<file path="src/rtl/core/lt_pkg.sv">
// line tokenizer package: token kinds, error codes, lexer modes, result types
// no dependencies
`default_nettype none
package lt_pkg;

  localparam logic [2:0] K_STR   = 3'd0;
  localparam logic [2:0] K_OP    = 3'd1;
  localparam logic [2:0] K_INT   = 3'd2;
  localparam logic [2:0] K_IDENT = 3'd3;
  localparam logic [2:0] K_ERR   = 3'd4;
  localparam logic [2:0] K_OK    = 3'd5;

  localparam logic [2:0] E_NONE     = 3'd0;
  localparam logic [2:0] E_UNTERM   = 3'd1;
  localparam logic [2:0] E_ESCAPE   = 3'd2;
  localparam logic [2:0] E_RANGE    = 3'd3;
  localparam logic [2:0] E_UNEXPECT = 3'd4;

  localparam logic [30:0] INT_LIMIT = 31'h7fff_ffff;
  localparam int          MAX_RES   = 4;
  localparam int          QDEPTH    = 4;

  typedef enum logic [9:0] {
    M_IDLE    = 10'b00_0000_0001,
    M_IDENT   = 10'b00_0000_0010,
    M_NUM     = 10'b00_0000_0100,
    M_STR     = 10'b00_0000_1000,
    M_STR_ESC = 10'b00_0001_0000,
    M_EQ      = 10'b00_0010_0000,
    M_BANG    = 10'b00_0100_0000,
    M_SLASH   = 10'b00_1000_0000,
    M_SKIP    = 10'b01_0000_0000,
    M_STOP    = 10'b10_0000_0000
  } mode_t;

  typedef struct packed {
    logic [2:0]  kind;
    logic [7:0]  byte_res;
    logic        byte_valid;
    logic        tok_start;
    logic        tok_end;
    logic [30:0] int_value;
    logic [2:0]  error_code;
    logic        line_done;
  } res_t;

  typedef struct packed {
    res_t [MAX_RES-1:0] r;
    logic [2:0]         cnt;
  } bundle_t;

  function automatic res_t mk_res(logic [2:0] kind, logic [7:0] b, logic bv, logic st,
                                  logic en, logic [30:0] iv, logic [2:0] err);
    res_t x;
    x.kind       = kind;
    x.byte_res   = b;
    x.byte_valid = bv;
    x.tok_start  = st;
    x.tok_end    = en;
    x.int_value  = iv;
    x.error_code = err;
    x.line_done  = 1'b0;
    return x;
  endfunction

endpackage
`default_nettype wire

</file>
<file path="src/rtl/core/lt_if.sv">
// channel interfaces for the line tokenizer
// no dependencies
`default_nettype none
interface lt_in_if;
  logic       valid;
  logic       ready;
  logic [7:0] ch;
  logic       has_char;
  logic       line_end;
  modport source (output valid, ch, has_char, line_end, input ready);
  modport sink   (input valid, ch, has_char, line_end, output ready);
endinterface

interface lt_out_if;
  logic        valid;
  logic        ready;
  logic [2:0]  kind;
  logic [7:0]  byte_res;
  logic        byte_valid;
  logic        tok_start;
  logic        tok_end;
  logic [30:0] int_value;
  logic [2:0]  error_code;
  logic        line_done;
  modport source (output valid, kind, byte_res, byte_valid, tok_start, tok_end, int_value,
                  error_code, line_done, input ready);
  modport sink   (input valid, kind, byte_res, byte_valid, tok_start, tok_end, int_value,
                  error_code, line_done, output ready);
endinterface
`default_nettype wire

</file>
<file path="src/rtl/core/lt_front.sv">
// front end: accepts characters, runs the lexer state, builds result bundles
// depends on lt_pkg, lt_if
`default_nettype none
module lt_front
  import lt_pkg::*;
(
  input  wire        clk,
  input  wire        rst_n,
  lt_in_if.sink      in_chan,
  input  wire        q_full,
  output logic       q_push,
  output bundle_t    q_data
);

  mode_t       mode_r, mode_nxt;
  logic [30:0] acc_r, acc_nxt;
  logic        ov_r, ov_nxt;
  logic        es_r, es_nxt;
  logic [7:0]  ec_r, ec_nxt;
  logic        acc_go;

  function automatic logic is_alpha(logic [7:0] c);
    return (c >= "a" && c <= "z") || (c >= "A" && c <= "Z");
  endfunction

  function automatic logic is_digit(logic [7:0] c);
    return c >= "0" && c <= "9";
  endfunction

  assign in_chan.ready = !q_full;
  assign acc_go        = in_chan.valid && in_chan.ready;

  always_comb begin
    logic [7:0]  c;
    logic [2:0]  n;
    logic        fresh;
    logic [34:0] prod;
    res_t [MAX_RES-1:0] r;
    c        = in_chan.ch;
    n        = 3'd0;
    fresh    = 1'b0;
    r        = '0;
    mode_nxt = mode_r;
    acc_nxt  = acc_r;
    ov_nxt   = ov_r;
    es_nxt   = es_r;
    ec_nxt   = ec_r;
    prod     = ({4'd0, acc_r} << 3) + ({4'd0, acc_r} << 1) + {31'd0, c[3:0]};
    if (in_chan.has_char) begin
      unique case (mode_r)
        M_STOP, M_SKIP: ;
        M_STR: begin
          if (c == "\"") begin
            if (es_r) begin
              r[n[1:0]] = mk_res(K_ERR, ec_r, 1'b1, 1'b0, 1'b0, '0, E_ESCAPE);
              mode_nxt = M_STOP;
            end else begin
              r[n[1:0]] = mk_res(K_STR, 8'd0, 1'b0, 1'b0, 1'b1, '0, E_NONE);
              mode_nxt = M_IDLE;
            end
            n = n + 3'd1;
          end else if (c == "\\") begin
            mode_nxt = M_STR_ESC;
          end else begin
            r[n[1:0]] = mk_res(K_STR, c, 1'b1, 1'b0, 1'b0, '0, E_NONE);
            n = n + 3'd1;
          end
        end
        M_STR_ESC: begin
          mode_nxt = M_STR;
          if (c == "n" || c == "t" || c == "r" || c == "\\" || c == "\"") begin
            r[n[1:0]] = mk_res(K_STR, (c == "n") ? 8'h0a : (c == "t") ? 8'h09 :
                               (c == "r") ? 8'h0d : c, 1'b1, 1'b0, 1'b0, '0, E_NONE);
            n = n + 3'd1;
          end else if (!es_r) begin
            es_nxt = 1'b1;
            ec_nxt = c;
          end
        end
        M_IDENT: begin
          if (is_alpha(c) || is_digit(c) || c == "_") begin
            r[n[1:0]] = mk_res(K_IDENT, c, 1'b1, 1'b0, 1'b0, '0, E_NONE);
          end else begin
            r[n[1:0]] = mk_res(K_IDENT, 8'd0, 1'b0, 1'b0, 1'b1, '0, E_NONE);
            fresh = 1'b1;
          end
          n = n + 3'd1;
        end
        M_NUM: begin
          if (is_digit(c)) begin
            if (prod > {4'd0, INT_LIMIT}) begin
              ov_nxt  = 1'b1;
              acc_nxt = INT_LIMIT;
            end else begin
              acc_nxt = prod[30:0];
            end
            r[n[1:0]] = mk_res(K_INT, c, 1'b1, 1'b0, 1'b0, '0, E_NONE);
          end else if (ov_r) begin
            r[n[1:0]] = mk_res(K_ERR, 8'd0, 1'b0, 1'b0, 1'b0, '0, E_RANGE);
            mode_nxt = M_STOP;
          end else begin
            r[n[1:0]] = mk_res(K_INT, 8'd0, 1'b0, 1'b0, 1'b1, acc_r, E_NONE);
            fresh = 1'b1;
          end
          n = n + 3'd1;
        end
        M_EQ, M_BANG: begin
          if (c == "=") begin
            r[0] = mk_res(K_OP, (mode_r == M_EQ) ? "=" : "!", 1'b1, 1'b1, 1'b0, '0, E_NONE);
            r[1] = mk_res(K_OP, "=", 1'b1, 1'b0, 1'b1, '0, E_NONE);
            n = 3'd2;
            mode_nxt = M_IDLE;
          end else if (mode_r == M_EQ) begin
            r[0] = mk_res(K_OP, "=", 1'b1, 1'b1, 1'b1, '0, E_NONE);
            n = 3'd1;
            fresh = 1'b1;
          end else begin
            r[0] = mk_res(K_ERR, "!", 1'b1, 1'b0, 1'b0, '0, E_UNEXPECT);
            n = 3'd1;
            mode_nxt = M_STOP;
          end
        end
        M_SLASH: begin
          if (c == "/") begin
            mode_nxt = M_SKIP;
          end else begin
            r[0] = mk_res(K_OP, "/", 1'b1, 1'b1, 1'b1, '0, E_NONE);
            n = 3'd1;
            fresh = 1'b1;
          end
        end
        default: fresh = 1'b1;
      endcase
    end
    if (fresh) begin
      mode_nxt = M_IDLE;
      if (c == " " || c == 8'h09 || c == 8'h0d) begin
      end else if (c == "#") begin
        mode_nxt = M_SKIP;
      end else if (c == "\"") begin
        r[n[1:0]] = mk_res(K_STR, 8'd0, 1'b0, 1'b1, 1'b0, '0, E_NONE);
        n = n + 3'd1;
        es_nxt = 1'b0;
        ec_nxt = 8'd0;
        mode_nxt = M_STR;
      end else if (c == "=") begin
        mode_nxt = M_EQ;
      end else if (c == "!") begin
        mode_nxt = M_BANG;
      end else if (c == "/") begin
        mode_nxt = M_SLASH;
      end else if (c == "+" || c == "-" || c == "*") begin
        r[n[1:0]] = mk_res(K_OP, c, 1'b1, 1'b1, 1'b1, '0, E_NONE);
        n = n + 3'd1;
      end else if (is_digit(c)) begin
        acc_nxt = {27'd0, c[3:0]};
        ov_nxt  = 1'b0;
        r[n[1:0]] = mk_res(K_INT, c, 1'b1, 1'b1, 1'b0, '0, E_NONE);
        n = n + 3'd1;
        mode_nxt = M_NUM;
      end else if (is_alpha(c) || c == "_") begin
        r[n[1:0]] = mk_res(K_IDENT, c, 1'b1, 1'b1, 1'b0, '0, E_NONE);
        n = n + 3'd1;
        mode_nxt = M_IDENT;
      end else begin
        r[n[1:0]] = mk_res(K_ERR, c, 1'b1, 1'b0, 1'b0, '0, E_UNEXPECT);
        n = n + 3'd1;
        mode_nxt = M_STOP;
      end
    end
    if (in_chan.line_end) begin
      unique case (mode_nxt)
        M_IDENT: begin
          r[n[1:0]] = mk_res(K_IDENT, 8'd0, 1'b0, 1'b0, 1'b1, '0, E_NONE);
          n = n + 3'd1;
        end
        M_NUM: begin
          if (ov_nxt) begin
            r[n[1:0]] = mk_res(K_ERR, 8'd0, 1'b0, 1'b0, 1'b0, '0, E_RANGE);
            mode_nxt = M_STOP;
          end else begin
            r[n[1:0]] = mk_res(K_INT, 8'd0, 1'b0, 1'b0, 1'b1, acc_nxt, E_NONE);
          end
          n = n + 3'd1;
        end
        M_EQ, M_SLASH: begin
          r[n[1:0]] = mk_res(K_OP, (mode_nxt == M_EQ) ? "=" : "/", 1'b1, 1'b1, 1'b1, '0,
                             E_NONE);
          n = n + 3'd1;
        end
        M_BANG: begin
          r[n[1:0]] = mk_res(K_ERR, "!", 1'b1, 1'b0, 1'b0, '0, E_UNEXPECT);
          n = n + 3'd1;
          mode_nxt = M_STOP;
        end
        M_STR, M_STR_ESC: begin
          r[n[1:0]] = mk_res(K_ERR, 8'd0, 1'b0, 1'b0, 1'b0, '0, E_UNTERM);
          n = n + 3'd1;
          mode_nxt = M_STOP;
        end
        default: ;
      endcase
      if (mode_nxt != M_STOP) begin
        r[n[1:0]] = mk_res(K_OK, 8'd0, 1'b0, 1'b0, 1'b0, '0, E_NONE);
        n = n + 3'd1;
      end
      if (n != 3'd0) r[n[1:0] - 2'd1].line_done = 1'b1;
      mode_nxt = M_IDLE;
      acc_nxt  = '0;
      ov_nxt   = 1'b0;
      es_nxt   = 1'b0;
      ec_nxt   = 8'd0;
    end
    q_data.r   = r;
    q_data.cnt = n;
    q_push     = acc_go && (n != 3'd0);
  end

  always_ff @(posedge clk) begin
    if (!rst_n) begin
      mode_r <= M_IDLE;
      acc_r  <= '0;
      ov_r   <= 1'b0;
      es_r   <= 1'b0;
      ec_r   <= 8'd0;
    end else if (acc_go) begin
      mode_r <= mode_nxt;
      acc_r  <= acc_nxt;
      ov_r   <= ov_nxt;
      es_r   <= es_nxt;
      ec_r   <= ec_nxt;
    end
  end

endmodule
`default_nettype wire

</file>
<file path="src/rtl/core/lt_queue.sv">
// short bundle queue between the lexer front end and the result back end
// depends on lt_pkg
`default_nettype none
module lt_queue
  import lt_pkg::*;
(
  input  wire      clk,
  input  wire      rst_n,
  input  wire      push,
  input  bundle_t  push_data,
  input  wire      pop,
  output logic     full,
  output logic     empty,
  output bundle_t  head
);

  localparam int AW = $clog2(QDEPTH);

  bundle_t       mem_r [QDEPTH];
  logic [AW-1:0] wp_r, rp_r;
  logic [AW:0]   cnt_r;

  assign full  = (cnt_r == (AW+1)'(QDEPTH));
  assign empty = (cnt_r == '0);
  assign head  = mem_r[rp_r];

  always_ff @(posedge clk) begin
    if (push) mem_r[wp_r] <= push_data;
  end

  always_ff @(posedge clk) begin
    if (!rst_n) begin
      wp_r  <= '0;
      rp_r  <= '0;
      cnt_r <= '0;
    end else begin
      if (push) wp_r <= wp_r + 1'b1;
      if (pop)  rp_r <= rp_r + 1'b1;
      cnt_r <= cnt_r + (AW+1)'(push) - (AW+1)'(pop);
    end
  end

endmodule
`default_nettype wire

</file>
<file path="src/rtl/core/lt_back.sv">
// back end: walks the head bundle and presents one result per request
// depends on lt_pkg, lt_if
`default_nettype none
module lt_back
  import lt_pkg::*;
(
  input  wire      clk,
  input  wire      rst_n,
  input  wire      empty,
  input  bundle_t  head,
  output logic     pop,
  lt_out_if.source out_chan
);

  logic [1:0] idx_r;
  res_t       cur;
  logic       last;

  assign cur  = head.r[idx_r];
  assign last = ({1'b0, idx_r} + 3'd1) == head.cnt;
  assign pop  = out_chan.valid && out_chan.ready && last;

  assign out_chan.valid      = !empty;
  assign out_chan.kind       = cur.kind;
  assign out_chan.byte_res   = cur.byte_res;
  assign out_chan.byte_valid = cur.byte_valid;
  assign out_chan.tok_start  = cur.tok_start;
  assign out_chan.tok_end    = cur.tok_end;
  assign out_chan.int_value  = cur.int_value;
  assign out_chan.error_code = cur.error_code;
  assign out_chan.line_done  = cur.line_done;

  always_ff @(posedge clk) begin
    if (!rst_n) begin
      idx_r <= 2'd0;
    end else if (out_chan.valid && out_chan.ready) begin
      idx_r <= last ? 2'd0 : idx_r + 2'd1;
    end
  end

endmodule
`default_nettype wire

</file>
<file path="src/rtl/core/line_tokenizer_top.sv">
// line tokenizer top level: front end, bundle queue and back end
// depends on lt_pkg, lt_if, lt_front, lt_queue, lt_back
`default_nettype none
// One character is taken per cycle; the lexer state register updates on each
// accepted character, so input items follow back to back. Each item yields up to
// four results, which are queued (four bundles deep) and delivered one per cycle
// while the output is ready. Input stalls only when the queue is full.
module line_tokenizer_top
  import lt_pkg::*;
(
  input  wire      clk,
  input  wire      rst_n,
  lt_in_if.sink    in_chan,
  lt_out_if.source out_chan
);

  logic    q_push, q_full, q_empty, q_pop;
  bundle_t q_in, q_head;

  lt_front u_front (
    .clk, .rst_n, .in_chan, .q_full, .q_push, .q_data(q_in)
  );

  lt_queue u_queue (
    .clk, .rst_n, .push(q_push), .push_data(q_in), .pop(q_pop),
    .full(q_full), .empty(q_empty), .head(q_head)
  );

  lt_back u_back (
    .clk, .rst_n, .empty(q_empty), .head(q_head), .pop(q_pop), .out_chan
  );

endmodule
`default_nettype wire
</file>
<file path="src/flat_wrapper.sv">
// flat-port wrapper written by rule: the top's interface ports become plain ports
module line_tokenizer_top_flat import lt_pkg::*;
  (clk, rst_n, in_chan_valid, in_chan_ch, in_chan_has_char, in_chan_line_end, in_chan_ready, out_chan_valid, out_chan_kind, out_chan_byte_res, out_chan_byte_valid, out_chan_tok_start, out_chan_tok_end, out_chan_int_value, out_chan_error_code, out_chan_line_done, out_chan_ready);
  lt_in_if in_chan_i ();
  lt_out_if out_chan_i ();
  input  wire clk;
  input  wire rst_n;
  input wire logic [$bits(in_chan_i.valid)-1:0] in_chan_valid;
  input wire logic [$bits(in_chan_i.ch)-1:0] in_chan_ch;
  input wire logic [$bits(in_chan_i.has_char)-1:0] in_chan_has_char;
  input wire logic [$bits(in_chan_i.line_end)-1:0] in_chan_line_end;
  output wire logic [$bits(in_chan_i.ready)-1:0] in_chan_ready;
  output wire logic [$bits(out_chan_i.valid)-1:0] out_chan_valid;
  output wire logic [$bits(out_chan_i.kind)-1:0] out_chan_kind;
  output wire logic [$bits(out_chan_i.byte_res)-1:0] out_chan_byte_res;
  output wire logic [$bits(out_chan_i.byte_valid)-1:0] out_chan_byte_valid;
  output wire logic [$bits(out_chan_i.tok_start)-1:0] out_chan_tok_start;
  output wire logic [$bits(out_chan_i.tok_end)-1:0] out_chan_tok_end;
  output wire logic [$bits(out_chan_i.int_value)-1:0] out_chan_int_value;
  output wire logic [$bits(out_chan_i.error_code)-1:0] out_chan_error_code;
  output wire logic [$bits(out_chan_i.line_done)-1:0] out_chan_line_done;
  input wire logic [$bits(out_chan_i.ready)-1:0] out_chan_ready;
  assign in_chan_i.valid = in_chan_valid;
  assign in_chan_i.ch = in_chan_ch;
  assign in_chan_i.has_char = in_chan_has_char;
  assign in_chan_i.line_end = in_chan_line_end;
  assign in_chan_ready = in_chan_i.ready;
  assign out_chan_valid = out_chan_i.valid;
  assign out_chan_kind = out_chan_i.kind;
  assign out_chan_byte_res = out_chan_i.byte_res;
  assign out_chan_byte_valid = out_chan_i.byte_valid;
  assign out_chan_tok_start = out_chan_i.tok_start;
  assign out_chan_tok_end = out_chan_i.tok_end;
  assign out_chan_int_value = out_chan_i.int_value;
  assign out_chan_error_code = out_chan_i.error_code;
  assign out_chan_line_done = out_chan_i.line_done;
  assign out_chan_i.ready = out_chan_ready;
  line_tokenizer_top u_core (.clk(clk), .rst_n(rst_n), .in_chan(in_chan_i), .out_chan(out_chan_i));
endmodule
</file>
<file path="config.mk">
export PLATFORM = sky130hd
export DESIGN_NAME = line_tokenizer_top_flat
export DESIGN_NICKNAME = d
export VERILOG_FILES = /design/src/rtl/core/lt_pkg.sv /design/src/rtl/core/lt_if.sv /design/src/rtl/core/lt_front.sv /design/src/rtl/core/lt_queue.sv /design/src/rtl/core/lt_back.sv /design/src/rtl/core/line_tokenizer_top.sv /design/src/flat_wrapper.sv
export SDC_FILE = /design/constraint.sdc
export NUM_CORES = 1
export LEC_CHECK = 0
export ABC_AREA = 1
export CELL_PAD_IN_SITES_DETAIL_PLACEMENT = 1
export CELL_PAD_IN_SITES_GLOBAL_PLACEMENT = 1
export CORE_MARGIN = 4
export CORE_UTILIZATION = 47
export CTS_CLUSTER_SIZE = 8
export DETAILED_ROUTE_END_ITERATION = 10
export DONT_BUFFER_PORTS = 1
export GPL_TIMING_DRIVEN = 0
export PLACE_DENSITY = 0.8
export SLEW_MARGIN = 30
export SYNTH_ARGS = -nofsm -noshare
export SYNTH_HDL_FRONTEND = slang
export SYNTH_SLANG_ARGS = --single-unit
</file>
<file path="constraint.sdc">
create_clock -name clk -period 14.2 [get_ports clk]
set_clock_uncertainty 0.2 [all_clocks]
set_input_delay 1.42 -clock clk [delete_from_list [all_inputs] [get_ports clk]]
set_output_delay 1.42 -clock clk [all_outputs]
set_load 0.01 [all_outputs]
</file>
After elaboration in Yosys (flattened, before gate mapping)
Memory sizes are Yosys's and may differ from the RTL's. A register that Yosys moved wholly into a read port is not among the register bits.
Cells that the tools add are included.
Widths: inputs -> output; s select.

word-level totals
  register bits after elaboration = 60
  memory bits (writable) = 796
  input port bits = 14
  output and inout bits = 51
  word-level logic and storage cells = 280
  memories kept = 1

memories
  name                  depth  bits a word  rd ports  clocked after Yosys merged registers in  write ports  line            text
  u_core.u_queue.mem_r  4      199          1         1                                        1            lt_queue.sv:19  bundle_t mem_r [QDEPTH];

operators by class
  add/sub/neg operators = 12
  order comparisons = 16
  eq/ne operators = 35
  mux-type cells = 154
  bitwise operators = 18
  reduce and logical (&&, ||, !) cells = 35

operators with widths
  cell                number
  $mux 196            16
  $bwmux 196          7
  $pmux 196 s5        1
  $mux 49             11
  $mux 31             14
  $demux 49 s2        4
  $and 188x188->188   2
  $not 188->188       2
  $and 184x184->184   2
  $not 184->184       2
  $pmux 49 s6         1
  $mux 10             22
  $and 96x192->192    1
  $not 192->192       1
  $and 176x176->176   1
  $not 176->176       1
  $mux 46             3
  $bmux 49 s2         1
  $mux 98             1
  $mux 8              12
  $mux 47             2
  $eq 8x6->1 const B  9
  $pmux 10 s5         1
  $eq 8x7->1 const B  5
  other kinds (48)    148

Longest topological paths before layout
  depth in word-level cells = 33
  depth in mapped cells = 38
  mapped depth without buffers = 36

Modules after synthesis
Synthesis repeated with hierarchy kept, for this count alone.

unflattened totals
  cell total of the unflattened synthesis = 4461
  area total of the unflattened synthesis = 43120.1 um^2

modules (own cells, without submodules)
  module    times used  cells each  area an instance (um^2)  sequential area each (um^2)
  lt_queue  1           2377        31489.0                  24083.1
  lt_front  1           1775        10118.5                  1021.0
  lt_back   1           309         1512.7                   40.0

Worst setup path after synthesis
Ideal clock, no wire load.

  path type = in2reg
  start point = in in_chan_ch[0]
  end point = mem u_core.u_queue.mem_r[0][0] in the netlist's numbering, enable pin
  library setup time = 761 ps
  data arrival time = 12943 ps
  required time = 13239 ps
  slack = 297 ps
  cell stages on the path = 30
  buffers on the path = 1
  cell sequence = buf_4 -> inv_2 -> nand2_1 -> nor4_1 -> nor2_1 -> inv_1 -> nor2_1 -> nand2_1 -> inv_1 -> nor2_1 -> inv_1 -> nand2_1 -> nand2_1 -> ha_1 -> mux2i_1 -> inv_1 -> ha_1 -> inv_1 -> nand2_1 -> nand2_1 -> inv_1 -> ha_1 -> inv_1 -> nand2_1 -> nand3_2 -> nand2_2 -> nor2_4 -> nand2_2 -> nand2_2 -> nor2_1

RTL lines
  item             line               text
  start, declared  flat_wrapper.sv:9  input wire logic [$bits(in_chan_i.ch)-1:0] in_chan_ch;
  end, declared    lt_queue.sv:19

==> impl_results.md <==
* DRC at 0
* DP HPWL at 114000 um
* FF-to-FF Start: u_core.u_front.mode_r[0]
* Leading area contributor after synthesis: edfxtp_1
* Routed wire length at 162000 um
* Max-slew violations at 0
* Core area at 85400 sq um
* Nets at roughly 4000
* P&R area growth vs syn at 15.3%
* # IOs at 65
* Min-Delay Path Class: reg2reg
* ANT cells at 0
* Worst path top cell family by delay: simple AND/OR/NAND/NOR gates
* Final GP Congestion at ~0.96
* Top_reg_cell synth: edfxtp_1
* Die area at roughly 91000 sq um
* Pwr/cell area at approximately 150 nW/um^2
* Synth cell types at 63
* RSZ-0062 raised after global routing: no
* Start point of the worst hold path: u_core.u_front.ec_r[3]
* Initial core utilization at 0.476
* Total number of vias at around 35000
* Avg Cell Area, Syn at 10.6 sq um
* R2r endpoint: u_core.u_queue.mem_r[1][174]
* Post-layout min period at between 7 and 8 ns
* Layout cells sized above 1 at 0.0894
* Final setup fails at 0
* Critical path capture point type: register
* Final Cell Area at approximately 47000 sq um
* Max clock buf depth at 3
* Clock Latency Late Sink at approximately 0.7 ns
* Setup bufs post-CTS at 0
* Area share of the largest cell type after synthesis at 0.588
* Hold_ws at around 0.27 ns
* FF+latch area at 25100 sq um
* Maximum clock frequency at about 130 MHz
* Cell leakage power at between 0.015 and 0.02 uW
* Crit Path Max Fanout at 20
* Ranking of synthesized cells by area: edfxtp_1 (59%), nor2_1 (5.7%), o21ai_0 (5.7%)
* Worst IR Drop VDD at 0.0982 mV
* Syn Std Cell Area at ~41000 sq um
* R2r setup slk at 6.98 ns
* Yosys reg bits at around 860
* Post-CTS resize count at 0
* CTS tree: done
* Vias in the first global route at around 35000
* First-pass GRT wire length at around 230000 um
* Vias per cell at between 6 and 7
* DR iter-0 viols at approximately 4800
* Hold_buf cts at 0
* Core Rows at approximately 110
* Post-synth ARST share at 0
* CP Launch Type: input port
* Critical path data required time at around 14 ns
* Worst rel slew slack at 0.220
* Crit path DAT at 7.68 ns
* Worst setup startpoint: in_chan_ch[3]
* Syn_nets at ~4000
* EDFF count, synth at 796
* Post-layout util at 0.549
* CP Buf/Inv Count at 13
* Multi-input logic area at 13900 sq um
* Fillers at between 9000 and 10000
* Yosys warnings at 0
* Hold path depth at 2
* Fin crit share at 0.528
* Register area share after synthesis at 0.619
* Hold Fails Final Rpt at 0
* Total track usage at 0.348
* CTS Buf Count at roughly 120
* Max cap viols at 0
* Drt pass-1 iters at 8
* DRT antenna net count at 0
* Status: finished clean
* Grt ovf at 0
* Post-Syn Instances at around 3800
* Cell Area, Placed at around 44000 sq um
* R2R depth at 33
* Die H at between 300 and 400 um
* Hold Path Sink: u_core.u_front.ec_r[3]
* # clock sinks at ~860
* Clk pin slew, worst setup/hold paths at about 0.05 ns
* Setup CP Type: in2reg
* Initial antenna violation count at 4
* CP max stage cell: nor2_4
* Die X at 302 um
* CP max stage delay at 0.62 ns
* Most frequent CP cell: nand2_1
* Root buffer cell: clkbuf_16
* Worst slew pin tran at ~1.2 ns
* IO buf count at 0
* Pin count of the biggest net entering global routing at 21
* CTS H-Tree Depth at 3
* DR WL/cell at between 30 and 40 um
==> cell type report <==
type,instances,area share
tap,1144,0.0305
buffer,234,0.0208
clock buffer,178,0.0683
inverter,207,0.0167
multi-input combinational,2549,0.296
timing repair buffer,53,0.0297
sequential,858,0.536
clock inverter,4,0.00182
==> registers in the layout (all words and copies together), names as in the netlist, 2 cells and up, named ones only <==
signal and count:
u_core.u_back.idx_r 2, u_core.u_front.acc_r 31, u_core.u_front.ec_r 8, u_core.u_front.mode_r 10, u_core.u_queue.cnt_r 3, u_core.u_queue.mem_r 796
u_core.u_queue.rp_r 2, u_core.u_queue.wp_r 2
==> layer usage <==
metal	wire length, um	GRT usage	share of wire	vias to the layer above
met1	57800	0.431	0.36	17000
met3	19500	0.0945	0.12	606
met5	25	0	0.00015	-
li1	-	-	-	14400
met4	9980	0.188	0.062	4
met2	74300	0.560	0.46	2528
==> per-stage QoR <==
step	worst slack, ns	std cells	setup TNS (ns)	power (uW)
after floorplan	0.297	3848	0	3930
after global placement	-7.51	4992	-5764.25	4520
final	6.71	5227	0	7210
after detailed placement	6.22	5044	0	4570
after global routing	6.32	5227	0	7390
after CTS	6.89	5226	0	7160
==> synth_stat cells (5+ instances only) <==
master,n
clkinv_1,5
nand4_1,9
inv_2,25
buf_2,11
o221ai_1,154
inv_1,175
o21bai_1,8
nand2_4,7
o22ai_1,80
nand3_1,173
nor2_1,619
o32ai_1,7
nor3_1,21
edfxtp_1,796
o31ai_1,12
xnor2_1,14
a31oi_1,14
buf_1,10
a2bb2oi_1,5
or2_2,20
nand3_2,10
nor2_2,17
nor2_4,13
o211ai_1,77
buf_6,5
o21ai_0,463
dfxtp_1,62
a22oi_1,9
clkbuf_1,202
a21oi_1,137
a21o_1,11
nor4_1,44
ha_1,80
buf_4,5
nand2_1,439
nand2_2,30
xor2_1,18
o21ai_1,22
==> worst min-delay path: cells and delay by family (launching register included) <==
family,cells,cell delay [ns]
simple gates,1,0.06
compound gates,1,0.06
flops,1,0.30
==> cell families after synthesis <==
kind of cell             after synthesis  share of synthesized area
buffers and inverters                441                     0.0428
AND/OR/NAND/NOR                     1412                      0.152
flip-flops                           858                      0.619
multiplexers                           1                   0.000246
XOR/XNOR                              33                    0.00730
adder cells (fa/ha/maj)               83                     0.0261
AO/OA/AOI/OAI                       1020                      0.153
==> where the power goes <==
group          leakage [uW]  switching [uW]  internal, uW  total (uW)
Clock               0.00157            1070          1540        2610
Sequential          0.00832            64.0          2960        3030
Combinational       0.00724            1190           389        1580
Total                0.0171            2320          4890        7210
==> layout by cell type (no fill, tap or decap), drive strengths merged, types with 12 or more instances in the layout <==
cell	count
a21oi	138
a31oi	14
buf	84
clkbuf	381
dfxtp	62
edfxtp	796
ha	80
inv	202
nand2	477
nand3	186
nor2	650
nor3	22
nor4	44
o211ai	77
o21ai	485
o221ai	154
o22ai	80
o31ai	12
or2	20
xnor2	14
xor2	19
==> worst max-delay path by stage <==
stage                                   end  slack (ns)  depth (start not counted)
2_1_floorplan    u_core.u_queue.mem_r[0][0]        0.30                         30
3_3_place_gp   u_core.u_queue.mem_r[3][171]       -7.51                         30
3_5_place_dp   u_core.u_queue.mem_r[1][174]        6.22                         34
4_1_cts        u_core.u_queue.mem_r[1][174]        6.89                         34
5_1_grt        u_core.u_queue.mem_r[1][174]        6.32                         34
6_report       u_core.u_queue.mem_r[1][174]        6.71                         34
Power figures use the tool's default switching activity.
